## src/design/cmhp_pkg.sv

```systemverilog
package cmhp_pkg;

	typedef enum logic [2:0] {
		PH_SOC_HI, PH_SOC_LO, PH_MARK_HI, PH_MARK_LO, PH_LEN_HI, PH_LEN_LO, PH_BODY
	} phase_t;

	localparam logic [15:0] MK_SOT = 16'hFF90;
	localparam logic [15:0] MK_SIZ = 16'hFF51;
	localparam logic [15:0] MK_COD = 16'hFF52;
	localparam logic [15:0] MK_QCD = 16'hFF5C;
	localparam logic [15:0] MK_QCC = 16'hFF5D;

	localparam logic [2:0] KIND_COMP = 3'd0;
	localparam logic [2:0] KIND_COD  = 3'd1;
	localparam logic [2:0] KIND_QNT  = 3'd2;
	localparam logic [2:0] KIND_BAND = 3'd3;
	localparam logic [2:0] KIND_DONE = 3'd4;

	localparam logic [3:0] ST_OK      = 4'd0;
	localparam logic [3:0] ST_NO_SOC  = 4'd1;
	localparam logic [3:0] ST_BAD_MK  = 4'd2;
	localparam logic [3:0] ST_BAD_LEN = 4'd3;
	localparam logic [3:0] ST_SIZ_SH  = 4'd4;
	localparam logic [3:0] ST_COD_SH  = 4'd5;
	localparam logic [3:0] ST_QNT_SH  = 4'd6;
	localparam logic [3:0] ST_BAD_STY = 4'd7;
	localparam logic [3:0] ST_MISSING = 4'd8;

	typedef struct packed {
		logic [7:0] data_byte;
		logic       end_of_stream;
	} in_item_t;

	typedef struct packed {
		logic [2:0]  record_kind;
		logic [15:0] component;
		logic [15:0] band;
		logic [7:0]  field_a;
		logic [10:0] field_b;
		logic [7:0]  field_c;
		logic [3:0]  status;
		logic        run_last;
	} rec_t;

	// results of one byte: up to two records
	typedef struct packed {
		logic [1:0] count;
		rec_t       r0;
		rec_t       r1;
	} pair_t;

endpackage

```

## src/design/cmhp_if.sv

```systemverilog
interface cmhp_in_if import cmhp_pkg::*; ();
	logic     valid;
	logic     ready;
	in_item_t data;
	modport source (output valid, output data, input ready);
	modport sink (input valid, input data, output ready);
endinterface

interface cmhp_out_if import cmhp_pkg::*; ();
	logic valid;
	logic ready;
	rec_t data;
	modport source (output valid, output data, input ready);
	modport sink (input valid, input data, output ready);
endinterface

```

## src/design/cmhp_core.sv

```systemverilog
module cmhp_core import cmhp_pkg::*; (
	input  logic     clk,
	input  logic     arst_n,
	input  logic     step,
	input  in_item_t item,
	output pair_t    res
);
	phase_t      phase_q, phase_d;
	logic [15:0] mark_q, mark_d, len_q, len_d, pos_q, pos_d, ncomp_q, ncomp_d;
	logic [15:0] owner_q, owner_d, bandc_q, bandc_d, held_q, held_d;
	logic [1:0]  style_q, style_d;
	logic [2:0]  seen_q, seen_d;
	logic        fin_q, fin_d;
	logic [3:0]  pend_q, pend_d;

	// sequential component slot tracking instead of divide by 3
	logic [15:0] cidx_q, cidx_d;
	logic [1:0]  crem_q, crem_d;

	always_ff @(posedge clk or negedge arst_n) begin
		if (!arst_n) begin
			phase_q <= PH_SOC_HI; mark_q <= '0; len_q <= '0; pos_q <= '0;
			ncomp_q <= '0; owner_q <= '0; bandc_q <= '0; held_q <= '0;
			style_q <= '0; seen_q <= '0; fin_q <= 1'b0; pend_q <= '0;
			cidx_q <= '0; crem_q <= '0;
		end else if (step) begin
			phase_q <= phase_d; mark_q <= mark_d; len_q <= len_d; pos_q <= pos_d;
			ncomp_q <= ncomp_d; owner_q <= owner_d; bandc_q <= bandc_d; held_q <= held_d;
			style_q <= style_d; seen_q <= seen_d; fin_q <= fin_d; pend_q <= pend_d;
			cidx_q <= cidx_d; crem_q <= crem_d;
		end
	end

	logic [7:0]  b;
	logic        eos;
	logic [15:0] mk, blen, k;
	logic [1:0]  ilen;
	logic        isq;
	logic [3:0]  st;
	logic [17:0] need;
	rec_t        rec [2];
	logic [1:0]  n;

	function automatic rec_t mkrec(logic [2:0] kind, logic [15:0] c, logic [15:0] bd,
		logic [7:0] a, logic [10:0] fb, logic [7:0] fc, logic [3:0] s);
		rec_t r;
		r = '{kind, c, bd, a, fb, fc, s, 1'b0};
		return r;
	endfunction

	always_comb begin
		b = item.data_byte; eos = item.end_of_stream;
		phase_d = phase_q; mark_d = mark_q; len_d = len_q; pos_d = pos_q;
		ncomp_d = ncomp_q; owner_d = owner_q; bandc_d = bandc_q; held_d = held_q;
		style_d = style_q; seen_d = seen_q; fin_d = fin_q; pend_d = pend_q;
		cidx_d = cidx_q; crem_d = crem_q;
		rec[0] = '0; rec[1] = '0; n = 2'd0;
		mk = mark_q; blen = len_q - 16'd2; k = '0; st = ST_OK; need = '0;
		isq = (mark_q == MK_QCD) || (mark_q == MK_QCC);
		ilen = (mark_q == MK_QCC) ? ((ncomp_q < 16'd257) ? 2'd1 : 2'd2) : 2'd0;
		if (!fin_q) begin
			case (phase_q)
				PH_SOC_HI: begin
					if (b != 8'hFF || eos) begin
						rec[0] = mkrec(KIND_DONE, '0, '0, '0, '0, '0, ST_NO_SOC);
						n = 2'd1; fin_d = 1'b1;
					end else phase_d = PH_SOC_LO;
				end
				PH_SOC_LO: begin
					if (b != 8'h4F || eos) begin
						rec[0] = mkrec(KIND_DONE, '0, '0, '0, '0, '0, (b != 8'h4F) ? ST_NO_SOC
							: ((seen_q == 3'b111) ? ST_OK : ST_MISSING));
						n = 2'd1; fin_d = 1'b1;
					end else phase_d = PH_MARK_HI;
				end
				PH_MARK_HI: begin
					mark_d = {b, 8'h00};
					if (eos) begin
						rec[0] = mkrec(KIND_DONE, '0, '0, '0, '0, '0,
							(seen_q == 3'b111) ? ST_OK : ST_MISSING);
						n = 2'd1; fin_d = 1'b1;
					end else phase_d = PH_MARK_LO;
				end
				PH_MARK_LO: begin
					mk = {mark_q[15:8], b};
					mark_d = mk;
					if (mk == MK_SOT || eos) begin
						rec[0] = mkrec(KIND_DONE, '0, '0, '0, '0, '0,
							(seen_q == 3'b111) ? ST_OK : ST_MISSING);
						n = 2'd1; fin_d = 1'b1;
					end else phase_d = PH_LEN_HI;
				end
				PH_LEN_HI: begin
					len_d = {b, 8'h00};
					if (eos) begin
						rec[0] = mkrec(KIND_DONE, '0, '0, '0, '0, '0,
							(seen_q == 3'b111) ? ST_OK : ST_MISSING);
						n = 2'd1; fin_d = 1'b1;
					end else phase_d = PH_LEN_LO;
				end
				PH_LEN_LO: begin
					len_d = {len_q[15:8], b};
					if (mark_q[15:8] != 8'hFF) begin
						rec[0] = mkrec(KIND_DONE, '0, '0, '0, '0, '0, ST_BAD_MK);
						n = 2'd1; fin_d = 1'b1;
					end else if (len_d < 16'd2) begin
						rec[0] = mkrec(KIND_DONE, '0, '0, '0, '0, '0, ST_BAD_LEN);
						n = 2'd1; fin_d = 1'b1;
					end else begin
						pos_d = '0; pend_d = '0; bandc_d = '0; held_d = '0; style_d = '0;
						cidx_d = '0; crem_d = '0;
						owner_d = (mark_q == MK_QCD) ? 16'hFFFF : 16'h0000;
						if (len_d == 16'd2) begin
							// empty body: segment end check at once
							st = ST_OK;
							if (mark_q == MK_SIZ) st = ST_SIZ_SH;
							else if (mark_q == MK_COD) st = ST_COD_SH;
							else if (isq) st = ST_QNT_SH;
							if (st != ST_OK) begin
								rec[0] = mkrec(KIND_DONE, '0, '0, '0, '0, '0, st);
								n = 2'd1; fin_d = 1'b1;
							end else if (eos) begin
								rec[0] = mkrec(KIND_DONE, '0, '0, '0, '0, '0,
									(seen_q == 3'b111) ? ST_OK : ST_MISSING);
								n = 2'd1; fin_d = 1'b1;
							end else phase_d = PH_MARK_HI;
						end else if (eos) begin
							rec[0] = mkrec(KIND_DONE, '0, '0, '0, '0, '0, ST_BAD_LEN);
							n = 2'd1; fin_d = 1'b1;
						end else phase_d = PH_BODY;
					end
				end
				PH_BODY: begin
					// body byte
					if (mark_q == MK_SIZ) begin
						if (pos_q == 16'd34) held_d = {b, 8'h00};
						else if (pos_q == 16'd35) ncomp_d = held_q | {8'h00, b};
						else if (pos_q >= 16'd36) begin
							if (cidx_q < ncomp_q) begin
								case (crem_q)
									2'd0: held_d = {8'h00, b};
									2'd1: held_d = {b, held_q[7:0]};
									default: begin
										rec[0] = mkrec(KIND_COMP, cidx_q, '0, held_q[7:0],
											{3'b000, held_q[15:8]}, b, ST_OK);
										n = 2'd1;
									end
								endcase
							end
							if (crem_q == 2'd2) begin
								crem_d = 2'd0; cidx_d = cidx_q + 16'd1;
							end else crem_d = crem_q + 2'd1;
						end
					end else if (mark_q == MK_COD) begin
						if (pos_q == 16'd4) held_d = {7'd0, b != 8'd0, held_q[7:0]};
						else if (pos_q == 16'd5) held_d = {7'd0, held_q[8], b};
						else if (pos_q == 16'd9) begin
							rec[0] = mkrec(KIND_COD, '0, '0, held_q[7:0], {3'b000, b},
								{7'd0, held_q[8]}, ST_OK);
							n = 2'd1;
						end
					end else if (isq) begin
						k = pos_q - {14'd0, ilen} - 16'd1;
						if (pos_q < {14'd0, ilen}) begin
							if (ilen == 2'd1) owner_d = {8'h00, b};
							else if (pos_q == 16'd0) owner_d = {b, 8'h00};
							else owner_d = {owner_q[15:8], b};
						end else if (pos_q == {14'd0, ilen}) begin
							rec[0] = mkrec(KIND_QNT, owner_q, '0, {3'b000, b[4:0]},
								{8'd0, b[7:5]}, '0, ST_OK);
							n = 2'd1;
							if (b[4:0] > 5'd2) pend_d = ST_BAD_STY;
							else style_d = b[1:0];
						end else if (pend_q == ST_OK) begin
							if (style_q == 2'd0) begin
								rec[0] = mkrec(KIND_BAND, owner_q, bandc_q, {3'b000, b[7:3]},
									'0, '0, ST_OK);
								n = 2'd1; bandc_d = bandc_q + 16'd1;
							end else if (style_q == 2'd1 && k < 16'd2) begin
								if (k == 16'd0) held_d = {8'h00, b};
								else begin
									rec[0] = mkrec(KIND_BAND, owner_q, '0, {3'b000, held_q[7:3]},
										{held_q[2:0], b}, '0, ST_OK);
									n = 2'd1;
								end
							end else if (style_q == 2'd2) begin
								if (!k[0]) held_d = {8'h00, b};
								else begin
									rec[0] = mkrec(KIND_BAND, owner_q, bandc_q,
										{3'b000, held_q[7:3]}, {held_q[2:0], b}, '0, ST_OK);
									n = 2'd1; bandc_d = bandc_q + 16'd1;
								end
							end
						end
					end
					// segment end
					if (pos_q + 16'd1 == blen) begin
						st = pend_d;
						need = 18'd36 + {1'b0, ncomp_d, 1'b0} + {2'b00, ncomp_d};
						if (st == ST_OK) begin
							if (mark_q == MK_SIZ) begin
								if ({2'b00, blen} < need) st = ST_SIZ_SH;
							end else if (mark_q == MK_COD) begin
								if (blen < 16'd10) st = ST_COD_SH;
							end else if (isq) begin
								if (blen < {14'd0, ilen} + 16'd1) st = ST_QNT_SH;
								else if (style_d == 2'd1 && blen < {14'd0, ilen} + 16'd3)
									st = ST_QNT_SH;
							end
						end
						if (st != ST_OK) begin
							rec[n[0]] = mkrec(KIND_DONE, '0, '0, '0, '0, '0, st);
							n = n + 2'd1; fin_d = 1'b1;
						end else begin
							if (mark_q == MK_SIZ) seen_d[0] = 1'b1;
							else if (mark_q == MK_COD) seen_d[1] = 1'b1;
							else if (isq && owner_d == 16'hFFFF) seen_d[2] = 1'b1;
							if (eos) begin
								rec[n[0]] = mkrec(KIND_DONE, '0, '0, '0, '0, '0,
									(seen_d == 3'b111) ? ST_OK : ST_MISSING);
								n = n + 2'd1; fin_d = 1'b1;
							end else phase_d = PH_MARK_HI;
						end
					end else if (eos) begin
						rec[n[0]] = mkrec(KIND_DONE, '0, '0, '0, '0, '0, ST_BAD_LEN);
						n = n + 2'd1; fin_d = 1'b1;
					end else pos_d = pos_q + 16'd1;
				end
				default: ;
			endcase
		end
		if (n == 2'd1) rec[0].run_last = 1'b1;
		if (n == 2'd2) rec[1].run_last = 1'b1;
		res.count = n; res.r0 = rec[0]; res.r1 = rec[1];
	end
endmodule

```

## src/design/cmhp_outq.sv

```systemverilog
module cmhp_outq import cmhp_pkg::*; (
	input  logic  clk,
	input  logic  arst_n,
	input  logic  load,
	input  pair_t res,
	output logic  can_load,
	output logic  valid,
	output rec_t  data,
	input  logic  ready
);
	// two-slot record buffer holding the records of one byte
	logic [1:0] cnt_q;
	rec_t       a_q, b_q;
	logic       pop;

	assign valid    = cnt_q != 2'd0;
	assign data     = a_q;
	assign pop      = valid && ready;
	assign can_load = (cnt_q == 2'd0) || (cnt_q == 2'd1 && pop);

	always_ff @(posedge clk or negedge arst_n) begin
		if (!arst_n) begin
			cnt_q <= '0;
		end else if (load && can_load) begin
			cnt_q <= res.count;
		end else if (pop) begin
			cnt_q <= cnt_q - 2'd1;
		end
	end

	always_ff @(posedge clk) begin
		if (load && can_load) begin
			a_q <= res.r0;
			b_q <= res.r1;
		end else if (pop) begin
			a_q <= b_q;
		end
	end
endmodule

```

## src/design/codestream_main_header_parser.sv

```systemverilog
// codestream main header parser: one codestream byte per transfer
// latency: the first record of a byte appears the cycle after its transfer
// throughput: one byte per cycle while the byte yields at most one record and out_ch is ready;
// a byte with two records holds input until only its second record is left and is being taken (two-slot output buffer)
// reset: asynchronous arst_n returns to the expect-SOC phase with all flags clear
module codestream_main_header_parser import cmhp_pkg::*; (
	input logic       clk,
	input logic       arst_n,
	cmhp_in_if.sink   in_ch,
	cmhp_out_if.source out_ch
);
	pair_t res;
	logic  can_load;
	logic  step;

	// a byte is taken only when the buffer can hold all its records
	assign in_ch.ready = can_load;
	assign step        = in_ch.valid && can_load;

	// parse state and record formation
	cmhp_core u_core (
		.clk    (clk),
		.arst_n (arst_n),
		.step   (step),
		.item   (in_ch.data),
		.res    (res)
	);

	// result buffer; a byte with no record just passes
	cmhp_outq u_outq (
		.clk      (clk),
		.arst_n   (arst_n),
		.load     (step),
		.res      (res),
		.can_load (can_load),
		.valid    (out_ch.valid),
		.data     (out_ch.data),
		.ready    (out_ch.ready)
	);
endmodule
```

## src/flat_wrapper.sv

```systemverilog
// flat-port wrapper written by rule: the top's interface ports become plain ports
module codestream_main_header_parser_flat import cmhp_pkg::*;
  (clk, arst_n, in_ch_valid, in_ch_data, in_ch_ready, out_ch_valid, out_ch_data, out_ch_ready);
  cmhp_in_if in_ch_i ();
  cmhp_out_if out_ch_i ();
  input logic clk;
  input logic arst_n;
  input wire logic [$bits(in_ch_i.valid)-1:0] in_ch_valid;
  input wire logic [$bits(in_ch_i.data)-1:0] in_ch_data;
  output wire logic [$bits(in_ch_i.ready)-1:0] in_ch_ready;
  output wire logic [$bits(out_ch_i.valid)-1:0] out_ch_valid;
  output wire logic [$bits(out_ch_i.data)-1:0] out_ch_data;
  input wire logic [$bits(out_ch_i.ready)-1:0] out_ch_ready;
  assign in_ch_i.valid = in_ch_valid;
  assign in_ch_i.data = in_ch_data;
  assign in_ch_ready = in_ch_i.ready;
  assign out_ch_valid = out_ch_i.valid;
  assign out_ch_data = out_ch_i.data;
  assign out_ch_i.ready = out_ch_ready;
  codestream_main_header_parser u_core (.clk(clk), .arst_n(arst_n), .in_ch(in_ch_i), .out_ch(out_ch_i));
endmodule
```

## config.mk

```make
export PLATFORM = sky130hd
export DESIGN_NAME = codestream_main_header_parser_flat
export DESIGN_NICKNAME = d
export VERILOG_FILES = /design/src/design/cmhp_pkg.sv /design/src/design/cmhp_if.sv /design/src/design/cmhp_core.sv /design/src/design/cmhp_outq.sv /design/src/design/codestream_main_header_parser.sv /design/src/flat_wrapper.sv
export SDC_FILE = /design/constraint.sdc
export NUM_CORES = 1
export LEC_CHECK = 0
export ABC_AREA = 0
export BUFFER_PORTS_ARGS = -buffer_cell sky130_fd_sc_hd__buf_2
export CAP_MARGIN = 10
export CORE_ASPECT_RATIO = 0.8
export CORE_UTILIZATION = 30
export CTS_CLUSTER_SIZE = 40
export DETAILED_ROUTE_END_ITERATION = 10
export PLACE_DENSITY = 0.5
export SLEW_MARGIN = 20
export SYNTH_ARGS = -nofsm -noshare
export SYNTH_HDL_FRONTEND = slang
export SYNTH_HIERARCHICAL = 1
export SYNTH_SLANG_ARGS = --single-unit
export TNS_END_PERCENT = 50
```

## constraint.sdc

```tcl
create_clock -name clk -period 9.4 [get_ports clk]
set_input_delay 1.88 -clock clk [delete_from_list [all_inputs] [get_ports clk]]
set_output_delay 1.88 -clock clk [all_outputs]
set_load 0.1 [all_outputs]
```

==> summary.md <==
| Metric | Value |
|---|---|
| Status | finished clean |
| RR Endpoint | u_core/u_outq/data[66] |
| Synth Flop Type | dfrtp_1 |
| F_max | 123 MHz |
| IO Count | 82 |
| PostCTS Resize Cnt | 0 |
| Total chip power | 4.03 mW |
| Rows | 78 |
| Final min period | 8.15 ns |
| Power Dens Cells | 209 nW/um^2 |
| RSZ-0062 raised after global routing | false |
| Peak supply drop | 348 uV |
| Final ANT Viol Nets | 0 |
| Final wirelength | 51,500 um |
| Clk pwr share | 29.5% |
| Hold_buf cts | 0 |
| Die Span X | 272 um |
| Routed via count | 13,400 |
| Max-slew headroom | 31.1% |
| Fill cell count | 5,870 |
| FFs w/ async S/R, synth | 52.0% |
| EDFF count, synth | 134 |
| Top Family by Delay on Critical Path | simple AND/OR/NAND/NOR gates |
| CP bufs+invs | 2 |
| Clk_lat worst skew | 0.57 ns |
| Min-Delay Path Depth | 1 |
| First-pass DRT Iterations | 5 |
| Residual DRC | 0 |
| Leak pwr | 8.28 nW |
| Worst slew pin tran | 1.03 ns |
| Period utilization | 86.7% |
| Final std cells w/o fill | 2,527 |
| Layout Nets | 1,836 |
| Reg-to-Reg Start | u_core/u_core/mark_q[7] |
| H-tree depth | 1 |
| Setup TNS | 0 ns |
| Crit path capture type | flop |
| First DRT Iteration DRCs | 1,412 |
| Hold Crit Start | u_core/u_core/seen_q[0] |
| Switching power | 1.58 mW |
| Via density | 5.31 |
| Yosys reg bits | 279 |
| Critical path fanouts, max | 32 |
| CP max-delay cell | and3_1 |
| Area added between synthesis and finish | 10.4% |
| # diodes | 0 |
| Synth warn | 6 |
| Slowest stage delay, CP | 0.86 ns |
| Number of global-route vias before repair | 12,900 |
| HPWL Detailed | 37,200 um |
| Max Slew Vio Count | 0 |
| CTS tree | built |
| Worst path arrival time | 8.46 ns |
| Crit Path Class | flop to flop |
| Maxcap violations | 0 |
| Final core utilization | 33.8% |
| Worst min path class | flop to flop |
| CP required | 9.71 ns |
| Die Height | 218 um |
| Register area share after synthesis | 43.7% |
| Comb power frac | 31.9% |
| Hold Path Sink | u_core/u_core/seen_q[0] |
| Worst clock skew | 0.0144 ns |
| GR Util All Layers | 17.2% |
| Flop pwr share | 38.7% |
| Sw frac | 39.2% |
| Crit. Startpoint | u_core/u_core/mark_q[7] |
| Worst reg2reg setup slack | 1.25 ns |
| Initial Utilization | 30.6% |
| Syn Area/Cell | 10.3 sq um |
| Netlist cell types | 96 |
| Share of layout cells above drive strength 1 | 15.7% |
| Synthesized area | 17,500 sq um |
| P_int | 2.45 mW |
| Largest net degree at the start of global routing | 78 |
| Global route total overflow | 0 |
| Finish-stage setup viols | 0 |
| Final hold vios | 0 |
| Post-CTS Setup Bufs | 0 |
| Post-Syn Instances | 1,699 |
| Worst Hold Slack | 0.488 ns |
| Startpoint types | flop |
| Clock-pin slew on the worst setup and hold paths | 0.06 ns |
| CTS Root Buffer Type | clkbuf_16 |
| I/O Buffers | 81 |
| Die area | 59,400 sq um |
| Num Clock Sinks | 279 |
| Global-route wire length before repair | 78,900 um |
| Core footprint | 57,200 sq um |
| Placed Instances | 2,471 |
| Antenna violations before repair | 3 |
| Worst R2R Path Depth | 28 |
| Longest Clk Path Bufs | 3 |
| Total CTS buffers | 30 |
| Routed len/inst | 20.4 um |
| GPL Wtd Cong | 0.914 |
-- Yosys cell counts, drive strengths merged (10+ instances only) --
cell | n | area [sq um]
nor2 | 110 | 415
o21ai | 116 | 584
a31oi | 14 | 87.6
a21o | 21 | 166
and2 | 30 | 188
o21a | 15 | 113
nor4 | 29 | 209
xor2 | 34 | 298
or4 | 14 | 113
nor3 | 31 | 171
a22o | 22 | 193
a221o | 15 | 150
o31ai | 13 | 97.6
nand4 | 33 | 206
nor2b | 10 | 62.6
edfxtp | 134 | 4020
nand3 | 39 | 195
and3 | 37 | 231
mux2i | 24 | 240
xnor2 | 31 | 272
clkbuf | 58 | 218
nand2b | 17 | 106
or3 | 16 | 110
a21oi | 67 | 350
inv | 83 | 312
buf | 91 | 726
ha | 78 | 976
dfrtp | 145 | 3630
nand2 | 149 | 576
mux2 | 97 | 1350
-- placed cells by master, fill, tap and decap left out, drive strengths merged, types with 39 or more instances in the layout --
master and n:
nand2 149, dfrtp 145, edfxtp 134, o21ai 116, nor2 110, buf 101, mux2 97, inv 83
ha 78, a21oi 67, conb 61, clkbuf 47, nand3 39
-- power by group through the flow --
| stage | combinational, mW | clock (mW) | sequential [mW] |
|---|---|---|---|
| floorplan | 0.392 | 0 | 2.32 |
| global placement | 1.30 | 0 | 1.58 |
| detailed placement | 1.30 | 0 | 1.58 |
| CTS | 1.30 | 1.22 | 1.56 |
| finish | 1.29 | 1.19 | 1.56 |
| global route | 1.33 | 1.26 | 1.57 |
-- cells by family (layout without fill, tap and decap cells) --
kind of cell    count (synthesis)  in the layout  share of synthesized area [%]
flops                         279            279                           43.7
xor+xnor                       68             68                           3.64
fa+ha+maj                      80             80                           5.80
other cells                     1             61                         0.0214
compound gates                361            361                           13.8
mux                           121            121                           9.09
simple gates                  557            557                           16.8
buf+inv                       232            240                           7.17
-- cell type report --
type | instances | area, sq um | share of cell area [%]
clock buffer | 47 | 877 | 4.54
clock inverter | 9 | 93.8 | 0.486
inverter | 83 | 312 | 1.61
multi-input combinational | 1248 | 8880 | 45.9
sequential | 279 | 7650 | 39.6
tap | 760 | 951 | 4.92
timing repair buffer | 101 | 562 | 2.91
-- sequential cells by signal, summed over array words and instances (netlist names), 16 cells and up --
name / count
u_core/u_core/owner_q: 16
u_core/u_core/bandc_q: 16
u_core/u_outq/b_q: 67
u_core/u_core/len_q: 16
u_core/u_core/held_q: 16
u_core/u_core/pos_q: 16
u_core/u_outq/data: 67
u_core/u_core/ncomp_q: 16
u_core/u_core/mark_q: 16
u_core/u_core/cidx_q: 16
-- metal layers --
layer	GRT usage [%]	wire (um)
met5	0	25
met4	3.67	924
met3	4.29	4260
met2	24.8	21500
met1	25.7	24800
-- how the worst max path moves through the flow --
stage / slack, ns / cells after the start / to
CTS: 1.34 / 28 / u_core/u_outq/data[66]
global route: 0.53 / 28 / u_core/u_outq/data[66]
floorplan: 2.97 / 27 / u_core/u_outq/data[66]
detailed placement: 1.36 / 28 / u_core/u_outq/data[66]
finish: 1.25 / 28 / u_core/u_outq/data[66]
global placement: 1.54 / 28 / u_core/u_outq/data[66]
-- worst register-to-register path: cells and delay by family, from the launching register on --
family | cells | cell delay (ns)
AO/OA/AOI/OAI | 10 | 2.31
XOR/XNOR | 1 | 0.15
adder cells (fa/ha/maj) | 4 | 1.21
buffers and inverters | 2 | 0.11
flip-flops | 1 | 0.39
multiplexers | 1 | 0.27
AND/OR/NAND/NOR | 10 | 3.48
-- through the flow --
| step | setup WS, ns | instance area, sq um |
|---|---|---|
| finish | 1.25 | 19300 |
| global placement | 1.54 | 18300 |
| CTS | 1.34 | 19300 |
| floorplan | 2.97 | 17700 |
| detailed placement | 1.36 | 18300 |
| global route | 0.532 | 19300 |
Note: power is estimated with default switching activity, not from simulation.
